**config.mk**
```make
export PLATFORM = sky130hd
export DESIGN_NAME = hru_div_stage
export DESIGN_NICKNAME = d
export VERILOG_FILES = /design/src/hru_pkg.sv /design/src/hru_div_stage.sv
export SDC_FILE = /design/constraint.sdc
export NUM_CORES = 1
export LEC_CHECK = 0
export ABC_CLOCK_PERIOD_IN_PS = 20700
export BUFFER_PORTS_ARGS = -buffer_cell sky130_fd_sc_hd__buf_2
export CAP_MARGIN = 20
export CORE_MARGIN = 2
export CORE_UTILIZATION = 50
export CTS_BUF_LIST = sky130_fd_sc_hd__clkbuf_16
export CTS_CLUSTER_SIZE = 30
export DETAILED_ROUTE_END_ITERATION = 12
export PLACE_DENSITY = 0.83
export SLEW_MARGIN = 40
export SYNTH_ARGS = -nofsm -noshare
export SYNTH_HDL_FRONTEND = slang
export SYNTH_SLANG_ARGS = --single-unit
```
**constraint.sdc**
```tcl
create_clock -name clk -period 20.7 [get_ports clk]
set_clock_uncertainty 0.15 [all_clocks]
set_input_delay 4.14 -clock clk [delete_from_list [all_inputs] [get_ports clk]]
set_output_delay 4.14 -clock clk [all_outputs]
set_load 0.01 [all_outputs]
```
**src/hru_pkg.sv**
```systemverilog
// ----------------------------------------------------------------------------
// hru_pkg: shared types and constants for the reading-to-units converter
// Word layouts, channel constants and the fan divider state record.
// ----------------------------------------------------------------------------
`default_nettype none

package hru_pkg;

  // Input and output words
  typedef struct packed {
    logic [3:0] sensor_index;
    logic [7:0] raw_reading;
  } in_t;

  typedef struct packed {
    logic [28:0] value_micro;
    logic        reading_valid;
  } out_t;

  // Register map (word index)
  localparam logic [2:0] REG_AIN1_MODE    = 3'd0;
  localparam logic [2:0] REG_AIN2_MODE    = 3'd1;
  localparam logic [2:0] REG_TEMP2_MODE   = 3'd2;
  localparam logic [2:0] REG_VCC5_MODE    = 3'd3;
  localparam logic [2:0] REG_EXT1_ABSENT  = 3'd4;
  localparam logic [2:0] REG_FAN1_DIV_SEL = 3'd5;
  localparam logic [2:0] REG_FAN2_DIV_SEL = 3'd6;

  // Sensor channels
  localparam logic [3:0] CH_2V5   = 4'd0;
  localparam logic [3:0] CH_VCCP1 = 4'd1;
  localparam logic [3:0] CH_VCC   = 4'd2;
  localparam logic [3:0] CH_5V    = 4'd3;
  localparam logic [3:0] CH_12V   = 4'd4;
  localparam logic [3:0] CH_VCCP2 = 4'd5;
  localparam logic [3:0] CH_EXT_T = 4'd6;
  localparam logic [3:0] CH_INT_T = 4'd7;
  localparam logic [3:0] CH_FAN1  = 4'd8;
  localparam logic [3:0] CH_FAN2  = 4'd9;

  // Conversion kinds
  localparam logic [1:0] KIND_VOLT = 2'd0;
  localparam logic [1:0] KIND_TEMP = 2'd1;
  localparam logic [1:0] KIND_FAN  = 2'd2;

  // Full scales in micro-volts; temperature uses the same multiplier
  localparam logic [23:0] FS_2V5      = 24'd2500000;
  localparam logic [23:0] FS_VCCP     = 24'd2700000;
  localparam logic [23:0] FS_3V3      = 24'd3300000;
  localparam logic [23:0] FS_5V       = 24'd5000000;
  localparam logic [23:0] FS_12V      = 24'd12000000;
  localparam logic [23:0] FS_AIN      = 24'd1870000;
  localparam logic [23:0] TEMP_SCALE  = 24'd1000000;

  localparam logic [31:0] KELVIN_OFS  = 32'd273150000;
  localparam logic [31:0] NEG_CORR    = 32'd256000000;

  localparam logic [7:0] TEMP_NODATA  = 8'h80;
  localparam logic [7:0] FAN_STUCK    = 8'hFF;

  // Divide by 3 after the shift by 6: q * ceil(2^28 / 3) >> 28, exact for q < 2^27
  localparam int          RECIP3_SHIFT = 28;
  localparam logic [26:0] RECIP3       = 27'd89478486;

  // Fan divider: 21-bit numerator, restoring, seven steps per stage
  localparam int          DIV_W     = 21;
  localparam int          DIV_STEPS = 7;
  localparam logic [DIV_W-1:0] FAN_NUM = 21'd1350000;

  typedef struct packed {
    logic [7:0]       rem;
    logic [DIV_W-1:0] quo;
    logic [DIV_W-1:0] num;
    logic [7:0]       den;
  } div_t;

endpackage

`default_nettype wire

```
**src/hru_div_stage.sv**
```systemverilog
// ----------------------------------------------------------------------------
// hru_div_stage: one registered slice of the fan divider
// Runs a fixed number of restoring division steps and registers the result.
// ----------------------------------------------------------------------------
`default_nettype none

module hru_div_stage (
  input  wire logic          clk,
  input  wire logic          en,
  input  wire hru_pkg::div_t d,
  output hru_pkg::div_t      q
);

  hru_pkg::div_t q_next;

  always_comb begin
    logic [8:0] rem9;
    logic       qb;
    q_next = d;
    for (int i = 0; i < hru_pkg::DIV_STEPS; i++) begin
      rem9 = {q_next.rem, q_next.num[hru_pkg::DIV_W-1]};
      qb   = 1'b0;
      if (rem9 >= {1'b0, q_next.den}) begin
        rem9 = rem9 - {1'b0, q_next.den};
        qb   = 1'b1;
      end
      q_next.rem = rem9[7:0];
      q_next.num = {q_next.num[hru_pkg::DIV_W-2:0], 1'b0};
      q_next.quo = {q_next.quo[hru_pkg::DIV_W-2:0], qb};
    end
  end

  always_ff @(posedge clk) begin
    if (en) begin
      q <= q_next;
    end
  end

endmodule

`default_nettype wire

```
==> flow_summary.json <==
{
  "antenna_found_initial": 0,
  "yosysWarnings": 0,
  "track_usage_pct": 21.8,
  "num_vias": 3841,
  "syn_area_per_cell_um2": 10.8,
  "ios": 118,
  "required_ns": 20.59,
  "ys_types": 57,
  "regMostFlops": "q",
  "cts_buffer_depth": 2,
  "synthFlopType": "edfxtp_1",
  "syn-cell-area_um2": 4600,
  "gp_congestion": 0.899,
  "root_buffer": "clkbuf_16",
  "largest_reg_flops": 51,
  "cap_violations": 0,
  "yosysSeqAreaShare_pct": 33.3,
  "hold_path.class": "input port to flip-flop",
  "critPathArrivalTime_ns": 19.44,
  "cts_buffers": 5,
  "status": "complete, no violations",
  "coreArea_um2": 9060,
  "die_x_um": 99.9,
  "fin_crit_sh_pct": 94.4,
  "syn_inst": 427,
  "rows": 35,
  "period_minus_slack_ns": 19.55,
  "dp_hpwl_mm": 8.76,
  "worstMarginPinSlew_ns": 0.658,
  "wl_per_cell_um": 17.3,
  "cts_tree": "yes",
  "fill_cells": 698,
  "hold_violations": 0,
  "endpoint_kind": "flip-flop",
  "finalSetupTns_ns": 0,
  "drtIter0Drc": 209,
  "crit_slowest_cell": "mux2_2",
  "clkSinkCount": 51,
  "nNetsFinal": 665,
  "start_kind": "input port",
  "path_clk_slew_ns": 0.07,
  "cts-htree-levels": 2,
  "area_growth_pct": 18.1,
  "synth-seq-cells": 51,
  "crit_path_max_fanout": 10,
  "synthArstFlopShare_pct": 0,
  "drt_wl_total_mm": 11.3,
  "grt_max_degree": 52,
  "grt_overflow": 0,
  "drc": 0,
  "maxSlewHeadroom_pct": 56.2,
  "fmax_ghz": 0.0512,
  "cpMostUsedCell": "o21ai_0",
  "cp_slowest_stage_delay_ns": 0.40,
  "io_buffer_count": 103,
  "rsz0062_at_grt": "false",
  "die_h_um": 99.9,
  "first_pass_iters": 5,
  "drive_gt1_share_pct": 31.9,
  "grt_pass1_vias": 3693,
  "dieArea_um2": 9990,
  "synth_edf_count": 51,
  "worstSetupPathType": "input port to flip-flop",
  "antenna_cells_inserted": 0,
  "vias_per_cell": 5.87,
  "grt_first_pass_wirelength_mm": 17.4,
  "top_regs": "q x51",
  "slew_violations": 0,
  "setup_violations": 0,
  "ant_nets": 0,
  "start_util_pct": 50.8
}
## cells in the final DEF, fill, tap and decap left out, types with 2 or more instances in the layout
master     count
nor4_1         2
a21oi_1       25
nand3_1        4
xnor2_1       20
nor2b_1       10
nor3_1         5
o21a_1         7
fa_1           7
o21bai_1       8
a21o_1        11
clkbuf_16      5
ha_1          56
nand4_1       10
inv_1         42
conb_1         7
buf_2        102
nand2b_1       3
o21ai_0       18
clkinv_4       2
a21oi_2        2
nand2_1       15
and3_1         2
a31oi_1        3
a211oi_1       2
o221ai_2       2
a21boi_0       3
a211o_1        2
nor2_1        21
mux2_4         2
o21ai_1        2
mux2i_1        8
edfxtp_1      51
buf_4          9
mux2_2        34
xor2_1        12
## worst max-delay path: cells and delay by family
| kind | cells | cell delay [ns] |
|---|---|---|
| adder cells (fa/ha/maj) | 7 | 2.14 |
| multiplexers | 4 | 1.43 |
| buffers and inverters | 11 | 1.72 |
| AND/OR/NAND/NOR | 10 | 1.99 |
| AO/OA/AOI/OAI | 40 | 7.98 |
## what timing repair did
| item | in CTS | in global routing |
|---|---|---|
| hold buffers | 0 | 0 |
| setup endpoints to repair | 0 | 9 |
| gates resized for setup | 0 | 7 |
| buffers inserted | 0 | 4 |
## routing by layer
layer / track usage [%] / part of all wire (%) / vias to the layer above
met2: 40.2 / 51 / 197
met4: 8.85 / 2.7 / 0
li1: - / - / 1805
met1: 26.0 / 39 / 1804
met3: 2.02 / 7.6 / 35
met5: 0 / 0 / -
## Yosys cell counts (3+ instances only)
cell | n | area share, %
and3_1 | 3 | 0.41
xor2_1 | 12 | 2.3
fa_1 | 7 | 3.0
mux2_2 | 34 | 8.3
a21oi_1 | 26 | 2.8
xnor2_1 | 20 | 3.8
nor2_1 | 21 | 1.7
buf_4 | 8 | 1.3
ha_1 | 56 | 15
o21a_1 | 7 | 1.1
nand2b_1 | 3 | 0.41
edfxtp_1 | 51 | 33
nor2b_1 | 10 | 1.4
o21ai_0 | 21 | 2.3
a31oi_1 | 3 | 0.41
inv_1 | 42 | 3.4
a21o_1 | 11 | 1.8
o21bai_1 | 8 | 1.3
nand4_1 | 10 | 1.4
a21boi_0 | 3 | 0.49
nor3_1 | 5 | 0.54
nand2_1 | 15 | 1.2
mux2i_1 | 9 | 2.0
nand3_1 | 4 | 0.44
## logic make-up after synthesis
group | Yosys count | synth area share [%]
compound gates | 103 | 17.1
simple gates | 79 | 8.89
fa+ha+maj | 63 | 18.3
buf+inv | 52 | 5.11
flops | 51 | 33.3
mux | 46 | 11.2
xor+xnor | 32 | 6.09
other cells | 1 | 0.0815
## worst paths after layout
kind                  cells after the start     to  slack (ns)  from
worst min-delay path                      1  q[16]        3.87  d[9]
worst max-delay path                     72  q[51]        1.15  d[1]
## per-stage QoR
stage	cell area (um2)	cells	util, %	setup WS (ns)	hold WS [ns]
after floorplan	4620	433	-	2.74	4.09
after global placement	5240	642	57.8	0.802	4.17
after detailed placement	5240	642	57.8	0.472	4.17
after CTS	5390	650	59.5	0.637	3.87
after global routing	5440	654	60.0	0.0241	3.87
final	5440	654	60.0	1.15	3.87
## cell type report
cell class / instances / area [um2] / area share (%)
inverters: 43 / 164 / 3.01
repair buffers: 111 / 578 / 10.6
flip-flops and latches: 51 / 1530 / 28.2
multi-input cells: 330 / 2870 / 52.8
clock buffers: 5 / 125 / 2.30
well taps: 111 / 139 / 2.55
clock inverters: 3 / 28.8 / 0.529
Power is left out: the tool's default activity adds up to more than one toggle a clock period on the data nets, which glitch-free logic cannot reach.
